### src/hw/rtl/brd_pkg.sv
// brd_pkg: types, codes and constants of the boundary recipe decoder
// used by every module under hw/rtl; depends on nothing

package brd_pkg;

    localparam int POS_BITS_DEF = 16;
    localparam int SEEN_W       = 18;
    localparam int PADDR_W      = 3;

    localparam logic [SEEN_W-1:0] SEEN_MAX = '1;

    // configuration register byte addresses
    localparam logic [PADDR_W-1:0] ADDR_PLAIN_SIZE   = 3'd0;
    localparam logic [PADDR_W-1:0] ADDR_MIN_BOUNDARY = 3'd4;

    localparam logic [15:0] PLAIN_SIZE_RST   = 16'd1;
    localparam logic [7:0]  MIN_BOUNDARY_RST = 8'd48;

    localparam logic [7:0] FORM_SPARSE = 8'd0;
    localparam logic [7:0] FORM_BITMAP = 8'd1;

    typedef enum logic [2:0] {
        PH_FORM,
        PH_CNT_HI,
        PH_CNT_LO,
        PH_ENT_HI,
        PH_ENT_LO,
        PH_BITMAP,
        PH_IDLE
    } phase_t;

    typedef enum logic [2:0] {
        ERR_NONE,
        ERR_FORM,
        ERR_LENGTH,
        ERR_RANGE,
        ERR_ORDER,
        ERR_BIT_ZERO,
        ERR_PADDING
    } err_code_t;

    typedef struct packed {
        logic [7:0] recipe_byte;
        logic       last_byte;
    } recipe_item_t;

    typedef struct packed {
        logic        is_verdict;
        logic [15:0] boundary_pos;
        logic        recipe_ok;
        err_code_t   error_code;
        logic        run_last;
    } result_item_t;

    // results that one accepted byte leaves for the emitter
    typedef struct packed {
        logic [7:0]  bmask;
        logic [15:0] base;
        logic        vpend;
        logic        vok;
        err_code_t   verr;
    } emit_load_t;

endpackage

### src/hw/rtl/brd_decode.sv
// brd_decode: recipe state registers and the per-byte decode step
// depends on brd_pkg

module brd_decode
    import brd_pkg::*;
#(
    parameter int POS_BITS = POS_BITS_DEF
)
(
    input  logic         clk,
    input  logic         rst_n,
    input  logic         accept,
    input  recipe_item_t item,
    input  logic [15:0]  plain_size,
    input  logic [7:0]   min_boundary,
    output emit_load_t   load
);

    localparam logic [16:0] POS_LIMIT = 17'(1) << POS_BITS;

    phase_t              phase_reg, phase_next;
    logic                bitmap_form_reg, bitmap_form_next;
    logic [15:0]         entry_count_reg, entry_count_next;
    logic [SEEN_W-1:0]   bytes_seen_reg, bytes_seen_next;
    logic [7:0]          high_half_reg, high_half_next;
    logic [POS_BITS-1:0] previous_pos_reg, previous_pos_next;
    err_code_t           first_error_reg, first_error_next;

    logic [7:0]        b;
    logic [13:0]       nbytes;
    logic [SEEN_W-1:0] idx_m1;
    logic [15:0]       v;
    logic [15:0]       p;
    logic [7:0]        emask;
    logic [15:0]       ebase;
    logic              bad_len;
    err_code_t         err_v;
    err_code_t         bit_fail;

    assign b      = item.recipe_byte;
    assign nbytes = 14'((17'(plain_size) + 17'd7) >> 3);
    assign idx_m1 = bytes_seen_reg - SEEN_W'(1);
    assign v      = {high_half_reg, b};

    always_comb
    begin
        phase_next        = phase_reg;
        bitmap_form_next  = bitmap_form_reg;
        entry_count_next  = entry_count_reg;
        high_half_next    = high_half_reg;
        previous_pos_next = previous_pos_reg;
        first_error_next  = first_error_reg;
        emask             = '0;
        ebase             = '0;
        p                 = '0;
        bit_fail          = ERR_NONE;
        bytes_seen_next   = (bytes_seen_reg != SEEN_MAX) ? bytes_seen_reg + SEEN_W'(1)
                                                         : bytes_seen_reg;
        case (phase_reg)
            PH_FORM:
            begin
                if (b == FORM_SPARSE)
                begin
                    bitmap_form_next = 1'b0;
                    phase_next       = PH_CNT_HI;
                end
                else if (b == FORM_BITMAP)
                begin
                    bitmap_form_next = 1'b1;
                    phase_next       = PH_BITMAP;
                end
                else
                begin
                    first_error_next = ERR_FORM;
                    phase_next       = PH_IDLE;
                end
            end
            PH_CNT_HI:
            begin
                high_half_next = b;
                phase_next     = PH_CNT_LO;
            end
            PH_CNT_LO:
            begin
                entry_count_next = v;
                phase_next       = (v != 16'd0) ? PH_ENT_HI : PH_IDLE;
            end
            PH_ENT_HI:
            begin
                high_half_next = b;
                phase_next     = PH_ENT_LO;
            end
            PH_ENT_LO:
            begin
                if (first_error_reg == ERR_NONE)
                begin
                    if (v < 16'(min_boundary) || v >= plain_size || 17'(v) >= POS_LIMIT)
                        first_error_next = ERR_RANGE;
                    else if (v <= 16'(previous_pos_reg))
                        first_error_next = ERR_ORDER;
                    else
                    begin
                        emask             = 8'd1;
                        ebase             = v;
                        previous_pos_next = POS_BITS'(v);
                    end
                end
                // entries done once (seen - 3) / 2 reaches the count
                phase_next = (((bytes_seen_next - SEEN_W'(3)) >> 1) >= SEEN_W'(entry_count_reg))
                             ? PH_IDLE : PH_ENT_HI;
            end
            PH_BITMAP:
            begin
                if (bytes_seen_reg != '0 && idx_m1 < SEEN_W'(nbytes))
                begin
                    ebase = {idx_m1[12:0], 3'b000};
                    // bits in order; the first failing set bit stops the rest
                    for (int i = 0; i < 8; i++)
                    begin
                        p        = {idx_m1[12:0], 3'(i)};
                        bit_fail = ERR_NONE;
                        if (p == 16'd0)
                            bit_fail = ERR_BIT_ZERO;
                        else if (p >= plain_size)
                            bit_fail = ERR_PADDING;
                        else if (p < 16'(min_boundary) || 17'(p) >= POS_LIMIT)
                            bit_fail = ERR_RANGE;
                        if (b[i] && first_error_next == ERR_NONE)
                        begin
                            if (bit_fail != ERR_NONE)
                                first_error_next = bit_fail;
                            else
                                emask[i] = 1'b1;
                        end
                    end
                end
            end
            default:
            begin
            end
        endcase

        err_v   = first_error_next;
        bad_len = 1'b0;
        if (bitmap_form_next)
            bad_len = bytes_seen_next != SEEN_W'(nbytes) + SEEN_W'(1);
        else
            bad_len = bytes_seen_next < SEEN_W'(3)
                      || bytes_seen_next != SEEN_W'({entry_count_next, 1'b0}) + SEEN_W'(3);
        // length mismatch overrides all but a bad form byte
        if (err_v != ERR_FORM && bad_len)
            err_v = ERR_LENGTH;
    end

    assign load.bmask = emask;
    assign load.base  = ebase;
    assign load.vpend = item.last_byte;
    assign load.vok   = (err_v == ERR_NONE);
    assign load.verr  = err_v;

    always_ff @(posedge clk or negedge rst_n)
    begin
        if (!rst_n)
        begin
            phase_reg        <= PH_FORM;
            bitmap_form_reg  <= 1'b0;
            entry_count_reg  <= '0;
            bytes_seen_reg   <= '0;
            high_half_reg    <= '0;
            previous_pos_reg <= '0;
            first_error_reg  <= ERR_NONE;
        end
        else if (accept)
        begin
            if (item.last_byte)
            begin
                phase_reg        <= PH_FORM;
                bitmap_form_reg  <= 1'b0;
                entry_count_reg  <= '0;
                bytes_seen_reg   <= '0;
                high_half_reg    <= '0;
                previous_pos_reg <= '0;
                first_error_reg  <= ERR_NONE;
            end
            else
            begin
                phase_reg        <= phase_next;
                bitmap_form_reg  <= bitmap_form_next;
                entry_count_reg  <= entry_count_next;
                bytes_seen_reg   <= bytes_seen_next;
                high_half_reg    <= high_half_next;
                previous_pos_reg <= previous_pos_next;
                first_error_reg  <= first_error_next;
            end
        end
    end

endmodule

### src/hw/rtl/brd_emit.sv
// brd_emit: pending-result buffer and output register, one result per cycle while result_stall is low
// depends on brd_pkg

module brd_emit
    import brd_pkg::*;
(
    input  logic         clk,
    input  logic         rst_n,
    input  logic         accept,
    input  emit_load_t   load,
    output logic         busy,
    output logic         result_valid,
    input  logic         result_stall,
    output result_item_t result
);

    logic [7:0]   bmask_reg, bmask_next;
    logic [15:0]  base_reg;
    logic         vpend_reg, vpend_next;
    logic         vok_reg;
    err_code_t    verr_reg;
    logic         out_valid_reg, out_valid_next;
    result_item_t out_reg, out_next;

    logic         take;
    logic         has_items;
    logic         single;
    logic [7:0]   low_bit;
    logic [7:0]   rest;
    logic [2:0]   low_idx;

    assign take      = !out_valid_reg || !result_stall;
    assign has_items = (bmask_reg != '0) || vpend_reg;
    assign low_bit   = bmask_reg & (~bmask_reg + 8'd1);
    assign rest      = bmask_reg & ~low_bit;
    assign single    = (bmask_reg == '0) ? vpend_reg : (rest == '0 && !vpend_reg);

    // a new byte can load only when nothing is pending or the last pending result leaves now
    assign busy = has_items && !(single && take);

    always_comb
    begin
        low_idx = '0;
        for (int i = 7; i >= 0; i--)
        begin
            if (bmask_reg[i])
                low_idx = 3'(i);
        end
    end

    always_comb
    begin
        bmask_next     = bmask_reg;
        vpend_next     = vpend_reg;
        out_valid_next = out_valid_reg;
        out_next       = out_reg;
        if (take)
        begin
            out_valid_next = has_items;
            if (bmask_reg != '0)
            begin
                out_next.is_verdict   = 1'b0;
                out_next.boundary_pos = base_reg | 16'(low_idx);
                out_next.recipe_ok    = 1'b0;
                out_next.error_code   = ERR_NONE;
                out_next.run_last     = (rest == '0) && !vpend_reg;
                bmask_next            = rest;
            end
            else
            begin
                out_next.is_verdict   = 1'b1;
                out_next.boundary_pos = '0;
                out_next.recipe_ok    = vok_reg;
                out_next.error_code   = verr_reg;
                out_next.run_last     = 1'b1;
                vpend_next            = 1'b0;
            end
        end
        if (accept)
        begin
            bmask_next = load.bmask;
            vpend_next = load.vpend;
        end
    end

    always_ff @(posedge clk or negedge rst_n)
    begin
        if (!rst_n)
        begin
            bmask_reg     <= '0;
            vpend_reg     <= 1'b0;
            out_valid_reg <= 1'b0;
        end
        else
        begin
            bmask_reg     <= bmask_next;
            vpend_reg     <= vpend_next;
            out_valid_reg <= out_valid_next;
        end
    end

    always_ff @(posedge clk)
    begin
        out_reg <= out_next;
        if (accept)
        begin
            base_reg <= load.base;
            vok_reg  <= load.vok;
            verr_reg <= load.verr;
        end
    end

    assign result_valid = out_valid_reg;
    assign result       = out_reg;

endmodule

### src/hw/rtl/boundary_recipe_decoder.sv
// boundary_recipe_decoder: top level, configuration registers and the two stages
// depends on brd_pkg, brd_decode, brd_emit
//
// usage:
//   recipe channel (recipe_valid / recipe_stall / recipe) takes one recipe byte
//   per request, last_byte set on the final byte of a recipe. result channel
//   (result_valid / result_stall / result) gives boundary items in order, then
//   one verdict item after the last byte; run_last marks the last result of a byte.
//   plain_size sits at byte address 0, min_boundary at 4; write them only while idle.
//   a taken byte's results wait in the pending-result buffer, then pass to the output register.
//   throughput: one byte per cycle while result_stall is low and each byte gives at
//   most one result; a byte that gives more results (boundaries plus a verdict if
//   last) holds recipe_stall until its last result leaves, as the single output
//   register sends one result per cycle while result_stall is low.
//   reset clears the decode state, the pending results and result_valid, and
//   loads plain_size 1 and min_boundary 48; no clearing pass is needed.
//   when result_stall is high the result holds, the pending results wait, and
//   recipe_stall rises once the next byte has nowhere to put its results.

module boundary_recipe_decoder
    import brd_pkg::*;
#(
    parameter int POS_BITS = POS_BITS_DEF
)
(
    input  logic               clk,
    input  logic               rst_n,
    input  logic               recipe_valid,
    output logic               recipe_stall,
    input  recipe_item_t       recipe,
    output logic               result_valid,
    input  logic               result_stall,
    output result_item_t       result,
    input  logic               psel,
    input  logic               penable,
    input  logic               pwrite,
    input  logic [PADDR_W-1:0] paddr,
    input  logic [31:0]        pwdata,
    output logic [31:0]        prdata,
    output logic               pready
);

    logic [15:0] plain_size_reg;
    logic [7:0]  min_boundary_reg;
    logic        cfg_write;
    logic        accept;
    logic        busy;
    emit_load_t  load;

    assign pready    = 1'b1;
    assign cfg_write = psel && penable && pwrite;

    // register select by word address
    always_ff @(posedge clk or negedge rst_n)
    begin
        if (!rst_n)
        begin
            plain_size_reg   <= PLAIN_SIZE_RST;
            min_boundary_reg <= MIN_BOUNDARY_RST;
        end
        else if (cfg_write)
        begin
            if (paddr[2] == ADDR_MIN_BOUNDARY[2])
                min_boundary_reg <= pwdata[7:0];
            else
                plain_size_reg <= pwdata[15:0];
        end
    end

    always_comb
    begin
        if (paddr[2] == ADDR_MIN_BOUNDARY[2])
            prdata = {24'd0, min_boundary_reg};
        else
            prdata = {16'd0, plain_size_reg};
    end

    assign recipe_stall = busy;
    assign accept       = recipe_valid && !busy;

    brd_decode #(
        .POS_BITS (POS_BITS)
    ) u_decode (
        .clk          (clk),
        .rst_n        (rst_n),
        .accept       (accept),
        .item         (recipe),
        .plain_size   (plain_size_reg),
        .min_boundary (min_boundary_reg),
        .load         (load)
    );

    brd_emit u_emit (
        .clk          (clk),
        .rst_n        (rst_n),
        .accept       (accept),
        .load         (load),
        .busy         (busy),
        .result_valid (result_valid),
        .result_stall (result_stall),
        .result       (result)
    );

endmodule

### config.mk
export PLATFORM = sky130hd
export DESIGN_NAME = boundary_recipe_decoder
export DESIGN_NICKNAME = d
export VERILOG_FILES = /design/src/hw/rtl/brd_pkg.sv /design/src/hw/rtl/brd_decode.sv /design/src/hw/rtl/brd_emit.sv /design/src/hw/rtl/boundary_recipe_decoder.sv
export SDC_FILE = /design/constraint.sdc
export NUM_CORES = 1
export LEC_CHECK = 0
export BUFFER_PORTS_ARGS = -buffer_cell sky130_fd_sc_hd__clkbuf_2
export CORE_MARGIN = 3
export CORE_UTILIZATION = 55
export CTS_CLUSTER_SIZE = 28
export DETAILED_ROUTE_END_ITERATION = 8
export PLACE_DENSITY = 0.79
export SETUP_SLACK_MARGIN = 0.02
export SLEW_MARGIN = 20
export SYNTH_ARGS = -nofsm -noshare
export SYNTH_HDL_FRONTEND = slang
export SYNTH_HIERARCHICAL = 1
export SYNTH_SLANG_ARGS = --single-unit
### constraint.sdc
create_clock -name clk -period 10.7 [get_ports clk]
set_input_delay 0.535 -clock clk [delete_from_list [all_inputs] [get_ports clk]]
set_output_delay 0.535 -clock clk [all_outputs]
set_load 0.005 [all_outputs]
=== Yosys cells after proc, flatten, opt, wreduce, memory -nomap -nowiden ===
Cells that the tools add are included.
Widths: inputs -> output; s select.

* Add/sub/neg operators: 7
* $lt $le $gt $ge: 22
* Equality and inequality tests: 13
* Multiplexer cells: 137
* Bitwise gates (word level): 6
* Reduce and logical (&&, ||, !) cells: 64

{| class="wikitable"
|+ Operator list
! kind !! number
|-
| $mux 3 || 75
|-
| $mux 16 || 12
|-
| $ge 16x16->1 || 9
|-
| $lt 16x8->1 || 9
|-
| $mux 8 || 8
|-
| $mux 18 || 2
|-
| $ne 18x18->1 || 2
|-
| $pmux 16 s2 || 1
|-
| $logic_not 3->1 || 10
|-
| $mux 1 || 26
|-
| $logic_not 8->1 || 3
|-
| $reduce_bool 3->1 || 8
|-
| $mux 22 || 1
|-
| $add 17x2->18 const B || 1
|-
| $add 18x1->18 const B || 1
|-
| $lt 18x14->1 || 1
|-
| $lt 18x2->1 const B || 1
|-
| $mux 2 || 9
|-
| $ne 18x18->1 const B || 1
|-
| $reduce_bool 18->1 || 1
|-
| $sub 18x1->18 const B || 1
|-
| $sub 18x2->18 const B || 1
|-
| $add 16x3->17 const B || 1
|-
| $ge 17x16->1 || 1
|-
| other kinds (27) || 64
|}

* Register bits: 141
* Input bits: 51
* Output and inout port bits: 57
* Word-level logic and storage cells: 269

=== Depth between registers and ports, before layout ===
Gate-level depths: netlist of run 1.

* Word-level depth: 51
* Gate-level depth with buffers: 23

=== By module ===
Netlist of run 1, hierarchy kept.

{| class="wikitable"
|+ By module, submodules not included
! module !! instances !! cells an instance !! area an instance (µm²)
|-
| brd_decode || 1 || 1103 || 8612.0
|-
| brd_emit || 1 || 134 || 1981.9
|-
| boundary_recipe_decoder || 1 || 89 || 1257.5
|}

=== Least setup slack after synthesis of run 1 ===
Ideal clock, no wire load.

* Path kind: register -> register
* Start point: register u_decode.bytes_seen_reg[0]
* End point: register u_emit.vok_reg (data pin)
* Setup time: 0.151 ns
* Arrival: 5.512 ns
* Data required time: 10.549 ns
* Setup slack: 5.036 ns
* Cell stages (with the launch flop): 21
* Clock period less this slack: 5.664 ns
* Cell sequence: dfrtp_1 -> clkbuf_1 -> inv_1 -> ha_1 -> or4b_4 -> or3_4 -> nand2_1 -> ha_1 -> a21o_1 -> a221o_1 -> a211oi_2 -> nand2b_1 -> or4_1 -> a2111o_1 -> a2111oi_4 -> or2_1 -> a31o_4 -> o221ai_2 -> a221oi_2 -> or3b_1 -> nor3b_2

{| class="wikitable"
|+ RTL lines
! what !! RTL line !! source
|-
| start, declared || brd_decode.sv:24 || <nowiki>logic [SEEN_W-1:0] bytes_seen_reg, bytes_seen_next;</nowiki>
|-
| start signal, assigned || brd_decode.sv:190 || <nowiki>bytes_seen_reg <= bytes_seen_next;</nowiki>
|-
| end signal, assigned || brd_emit.sv:108 || <nowiki>vok_reg <= load.vok;</nowiki>
|-
| end, declared || brd_emit.sv:20 || <nowiki>logic vok_reg;</nowiki>
|}

==> reports/qor.csv, run 1 <==
stage,metric,value,unit
status,status,finished clean,
pwr,cellPowerDensity,214,nW/um^2
sta,final_max_slew_viol_count,0,
pwr,ir_drop,121,uV
setup_path,end_kind,register,
sta,rsz0062_at_grt,no,
hold_path,min_path_type,in2async,
synth,synth_top_family_by_area,simple AND/OR/NAND/NOR gates,
synth,synth_compound_area_share,20.2,%
placed_design,dpl.hpwl,25600,um
synth,synth.area.mux_share,4.48,%
sta,setup-violations-final,0,
clock_tree,cts.path.max_buffers,2,
routing,drc_errors,0,
synth,synth_seq_area_share,31.6,%
setup_path,startpoint_type,register,
floorplan,die_h,153,um
final_layout,register_area,3740,um^2
synth,ys.warnings.count,6,
setup_path,worstPathCellList,buf_4 > inv_1 > ha_1 > or4b_4 > nor2_1 > xor2_1 > ha_1 > and2_1 > a221o_1 > a211oi_2 > nand3b_1 > nor4_4 > o31ai_1 > a21oi_1 > and2_1 > a41oi_1 > nor2b_1 > a221oi_2 > or3b_1 > nor3b_2,
setup_path,path_class,reg2reg,
global_route,grt_max_degree,70,
routing,via_per_inst,6.52,
placed_design,placed_cell_area,12300,um^2
synth,synth-seq-cells,141,
routing,ant_nets,0,
routing,wl,34200,um
final_layout,antenna_cells,0,
final_layout,design_area,12900,um^2
synth,syn_area_per_cell,8.94,um^2
routing,vias,10800,
final_layout,drive_gt1_share,13.2,%
routing,wire_per_inst,20.7,um
setup_path,arrival,6.86,ns
final_layout,n_fill_cell,1821,
clock_tree,path_clk_slew,0.07,ns
setup_path,path_depth,20,
clock_tree,cts_setup_buffers,0,
sta,max_freq,152,MHz
sta,min_period,6.59,ns
clock_tree,cts_hold_buf,0,
synth,synth_xor_area_share,6.80,%
synth,syn_area,11900,um^2
clock_tree,clk_latency,0.43,ns
global_route,grt_pass1_vias,10300,
synth,synthDistinctLibCells,94,
floorplan,dieArea,23300,um^2
setup_path,reg2reg_depth,20,
placed_design,place_inst,1619,
routing,initialDrtViolationCount,1150,
floorplan,dieWidth,153,um
clock_tree,cts_resized,0,
synth,synth_edf_count,42,
final_layout,largest_reg_flops,22,
setup_path,crit_slowest_cell,or4b_4,
global_route,grt_overflow,0,
setup_path,r2r_slack,4.11,ns
sta,min_period_over_period,61.6,%
floorplan,fp-row-count,53,
synth,synthCells,1326,
setup_path,endpoint,u_emit/vok_reg,
global_route,gr-usage-all-layers,28.9,%
floorplan,initial_utilization,56.2,%
placed_design,port_buffers,72,
final_layout,multi_input_area,7470,um^2
sta,setup_tns,0,ns
flow_run,drv_cap,0,
sta,tightest_slew,1.03,ns
setup_path,path_delay_family,simple AND/OR/NAND/NOR gates,
setup_path,cp_max_fo,16,
synth,synth_ff_type,dfrtp_1,
synth,synth-adder-area-share,10.1,%
synth,yosys.area_share.simple,20.7,%
setup_path,rr_endpoint,u_emit/vok_reg,
routing,drtPass1Iterations,7,
clock_tree,htreeDepth,4,
sta,finClkSkew,0.0115,ns
final_layout,fin_nets,1509,
sta,relSlewSlack,31.0,%
global_route,grt_pass1_wl,54700,um
setup_path,critPathBufInv,2,
clock_tree,cts_buffers,17,
final_layout,stdcell_count,1651,
floorplan,core_area,21100,um^2
global_route,antenna_found_initial,0,
floorplan,ios,108,
setup_path,crit_start,u_decode/bytes_seen_reg[0],
setup_path,slowest_delay,0.56,ns
pwr,p_leak,5.64,nW
sta,hold_violations,0,
clock_tree,root_buffer,clkbuf_16,
clock_tree,cts.sinks,141,
synth,synthArstFlopShare,70.2,%
final_layout,area.growth.synth_to_final,8.94,%
clock_tree,cts_tree,built,
setup_path,critical_path_required,10.97,ns
placed_design,place_congestion,0.976,
setup_path,r2r-start,u_decode/bytes_seen_reg[0],
## where the power goes
group          total [mW]  internal [mW]  leakage [nW]  switching [mW]
clock               0.602          0.333         0.291           0.269
combinational        1.38          0.549          3.60           0.833
sequential          0.774          0.649          1.75           0.124
total                2.76           1.53          5.64            1.23
## worst min path at each step
stage / startpoint / end / slack (ns) / depth (start not counted)
after floorplan: rst_n / min_boundary_reg[0] / 0.24 / 0
after global placement: u_decode/bitmap_form_reg / u_decode/bitmap_form_reg / 0.47 / 1
after detailed placement: u_decode/bitmap_form_reg / u_decode/bitmap_form_reg / 0.47 / 1
after CTS: rst_n / u_decode/previous_pos_reg[12] / 0.05 / 1
after global routing: rst_n / u_decode/previous_pos_reg[12] / 0.06 / 1
final: rst_n / u_decode/previous_pos_reg[12] / 0.03 / 1
## logic make-up (layout without fill, tap and decap cells)
group | after synthesis | count (layout)
flip-flops | 141 | 141
other | 2 | 17
multiplexers | 45 | 45
XOR/XNOR | 92 | 92
buffers and inverters | 166 | 201
adder cells (fa/ha/maj) | 96 | 96
AND/OR/NAND/NOR | 452 | 452
AO/OA/AOI/OAI | 332 | 332
## layout by cell type, fill, tap and decap left out, types with 14 or more instances in the layout
cell type,count
ha_1,95
mux2_2,24
nor4_1,25
a31oi_1,14
inv_1,86
dfrtp_1,96
edfxtp_1,42
nor2_1,72
nand3_1,50
xnor2_1,57
nand2_1,97
xor2_1,35
nor2b_1,24
nand4_1,27
nand2b_1,14
and2_1,26
and3_1,19
o2bb2ai_1,17
a21o_1,20
o21ai_0,60
conb_1,17
o31ai_1,22
clkbuf_16,17
a22o_1,38
a21oi_1,52
clkbuf_2,71
nor3_1,35
## final cells by class
class,instances,area share (%)
Clock buffer,17,3.29
Clock inverter,15,1.29
Inverter,87,2.53
Multi-Input combinational cell,1034,57.8
Sequential cell,141,29.0
Tap cell,275,2.66
Timing Repair Buffer,82,3.39
## synthesized netlist by cell type (4+ instances only)
cell type	instances	area, um^2
nand3_1	50	250
nand2_1	97	364
mux2_2	24	270
o21ai_0	60	300
buf_4	18	135
o21a_1	13	97.6
or4_1	4	30.0
a211o_1	9	78.8
xnor2_1	57	499
buf_2	5	25.0
o22ai_1	13	81.3
nor3_1	35	175
a211oi_1	10	75.1
nor4b_1	5	43.8
edfxtp_1	42	1260
and4_1	7	61.3
or3_1	12	75.1
ha_1	95	1190
nor4_1	26	163
o2bb2ai_1	17	149
nand3b_1	5	37.5
xor2_1	35	307
and3_1	19	119
mux2i_1	11	110
mux2_4	10	150
a22o_1	38	333
a21o_1	20	150
a21oi_1	52	260
nor2b_1	25	156
inv_1	86	323
o21ai_1	4	20.0
and2_1	26	163
o211ai_1	5	37.5
nand4_1	27	169
clkbuf_1	52	195
a2111oi_0	5	43.8
a41oi_1	4	35.0
a2111o_1	4	45.0
a31oi_1	14	87.6
nand2b_1	14	87.6
dfrtp_1	96	2400
nor2_1	72	270
o31ai_1	22	165
## worst reg2reg max path, cell delays in order, from the launching register on
cell and delay, ns:
dfrtp_1 0.37, buf_4 0.20, inv_1 0.19, ha_1 0.34, or4b_4 0.56, nor2_1 0.14, xor2_1 0.41, ha_1 0.34
and2_1 0.18, a221o_1 0.34, a211oi_2 0.52, nand3b_1 0.28, nor4_4 0.40, o31ai_1 0.19, a21oi_1 0.34, and2_1 0.31
a41oi_1 0.21, nor2b_1 0.20, a221oi_2 0.32, or3b_1 0.43, nor3b_2 0.18
## per-stage QoR
step / worst slack, ns / hold slack [ns] / util, % / power (mW)
after floorplan: 5.04 / 0.239 / - / 1.75
after global placement: 4.38 / 0.471 / 58.4 / 2.07
after detailed placement: 4.34 / 0.473 / 58.4 / 2.11
after CTS: 4.28 / 0.0453 / 61.2 / 2.72
after global routing: 3.76 / 0.0603 / 61.2 / 2.95
final: 4.11 / 0.0320 / 61.2 / 2.76
## per-layer routing
layer  track usage, %  part of all wire [%]  routed length (um)  vias to the layer above
met1             39.5                    43               14600                     5130
met3             5.57                   8.6                2940                      113
li1                 -                     -                   -                     4958
met4             12.4                   4.2                1450                        0
met2             45.0                    45               15200                      569
met5                0                     0                   0                        -
Power figures use the tool's default switching activity.
==> run 2, diff against run 1 <==
- PLACE_DENSITY: 0.79 -> 0.82
- clock period: 10.7 -> 5.6 ns (I/O delays scaled with it)
==> reports/qor.csv, run 2 (same netlist as run 1, synthesis figures left out) <==
stage,metric,value,unit
status,status,finished clean,
final_layout,final_common_cell,dfrtp_1,
sta,max_freq,182,MHz
placed_design,place_congestion,1.01,
setup_path,startpoint_type,register,
final_layout,antenna_cells,0,
pwr,p_leak,5.90,nW
routing,via_per_inst,6.45,
sta,min_period_over_period,98.0,%
floorplan,dieWidth,153,um
pwr,switching_power,2.40,mW
global_route,antenna_found_initial,1,
setup_path,cp_max_fo,6,
hold_path,min_path_type,in2reg,
pwr,cellPowerDensity,410,nW/um^2
setup_path,reg2reg_depth,19,
sta,setup-violations-final,0,
final_layout,design_area,13400,um^2
final_layout,area.growth.synth_to_final,13.2,%
sta,final_max_slew_viol_count,0,
clock_tree,cts.sinks,141,
placed_design,placed_cell_area,12600,um^2
placed_design,port_buffers,72,
pwr,seq_power_share,26.6,%
floorplan,fp-row-count,53,
routing,initialDrtViolationCount,1081,
floorplan,die_h,153,um
routing,drc_errors,0,
clock_tree,cts_buffers,17,
pwr,swShare,43.7,%
final_layout,n_fill_cell,1740,
final_layout,final_cell_mix,"96 x dfrtp_1, 95 x nand2_1, 93 x ha_1",
clock_tree,cts_tree,built,
floorplan,ios,108,
global_route,grt_pass1_vias,10600,
placed_design,pre_cts_ws,0.0711,ns
global_route,grt_max_degree,58,
setup_path,rr_endpoint,u_emit/vok_reg,
flow_run,drv_cap,0,
setup_path,path_class,reg2reg,
pwr,ir_drop,226,uV
setup_path,r2r-start,u_decode/bytes_seen_reg[0],
setup_path,r2r_slack,0.11,ns
pwr,p_comb_share,51.9,%
hold_path,min_to,plain_size_reg[14],
floorplan,initial_utilization,56.2,%
final_layout,drive_gt1_share,17.6,%
clock_tree,path_clk_slew,0.07,ns
hold_path,min-delay-start,pwdata[14],
clock_tree,clk_latency,0.43,ns
clock_tree,root_buffer,clkbuf_16,
sta,relSlewSlack,34.1,%
routing,wire_per_inst,20.7,um
setup_path,end_kind,register,
floorplan,dieArea,23300,um^2
setup_path,arrival,5.76,ns
hold_path,min_path_cells,2,
routing,drtPass1Iterations,5,
clock_tree,cts.path.max_buffers,2,
sta,fin_ws,0.113,ns
final_layout,fin_nets,1559,
global_route,grt_overflow,0,
pwr,intPower,3.10,mW
sta,tightest_slew,0.976,ns
pwr,power,5.50,mW
floorplan,core_area,21100,um^2
sta,hold_violations,0,
pwr,power.share.clock,21.5,%
sta,finClkSkew,0.0158,ns
global_route,gr-usage-all-layers,29.5,%
sta,min_period,5.49,ns
routing,wl,35100,um
setup_path,critical_path_required,5.88,ns
global_route,grt_pass1_wl,55700,um
placed_design,dpl.hpwl,26200,um
routing,ant_nets,0,
routing,vias,11000,
final_layout,largest_reg_flops,22,
clock_tree,htreeDepth,4,
sta,rsz0062_at_grt,yes,
==> run 2: worst max path at each step <==
stage / start / to
global route: u_decode/bytes_seen_reg[0] / u_emit/verr_reg[1]
finish: u_decode/bytes_seen_reg[0] / u_emit/vok_reg
detailed placement: u_decode/bytes_seen_reg[1] / u_emit/verr_reg[1]
CTS: u_decode/bytes_seen_reg[1] / u_emit/vok_reg
global placement: u_decode/bytes_seen_reg[1] / u_emit/vok_reg
floorplan: u_decode/bytes_seen_reg[0] / u_emit/vok_reg
==> run 2: final cells by class <==
type,count,area [um^2],share of cell area [%]
sequential,141,3740,27.9
tap,275,344,2.57
clock inverter,15,173,1.29
multi-input combinational,1034,7580,56.6
inverter,87,327,2.43
timing repair buffer,132,816,6.08
clock buffer,17,425,3.17
==> run 2: metrics by stage <==
step           cells  hold slack [ns]  utilization (%)  setup TNS (ns)
6_report        1701           0.0749             63.6               0
5_1_grt         1701           0.0662             63.6          -0.189
4_1_cts         1692           0.0506             62.7               0
3_5_place_dp    1659            0.318             59.9               0
3_3_place_gp    1659            0.310             59.9               0
2_1_floorplan   1341          -0.0156                -               0
==> run 2: metal layers <==
layer	share of wire [%]	GRT usage, %	wire length [um]
met1	41	38.9	14500
met2	46	46.8	16100
met3	9.0	6.84	3170
met4	3.7	12.4	1290
met5	0.037	0	13
==> run 2: power groups by stage <==
stage | sequential [mW] | combinational (mW) | clock [mW]
2_1_floorplan | 1.36 | 1.98 | 0
3_5_place_dp | 1.47 | 2.65 | 0
5_1_grt | 1.48 | 3.13 | 1.24
4_1_cts | 1.45 | 2.68 | 1.20
3_3_place_gp | 1.46 | 2.57 | 0
6_report | 1.46 | 2.86 | 1.18
==> run 2: what timing repair did <==
action / 4_1_cts / 5_1_grt
endpoints found under the setup margin: 0 / 7
setup buffers: 0 / 9
resized for setup: 0 / 26
hold buffers: 1 / 0
endpoints found under the hold margin: 42 / 0
==> run 2: critical path, cell delays in order, from the launching register on <==
cell and delay (ns):
dfrtp_1 0.39, inv_2 0.06, ha_2 0.17, or4b_4 0.52
or3_4 0.43, nand2_4 0.09, ha_4 0.20, a21o_1 0.16
a221o_1 0.34, a211oi_4 0.32, nand2b_1 0.12, or4_1 0.41
a2111o_1 0.44, a2111oi_4 0.32, or2_1 0.17, a31o_4 0.12
o221ai_2 0.12, a221oi_2 0.32, or3b_4 0.44, nor3b_2 0.17
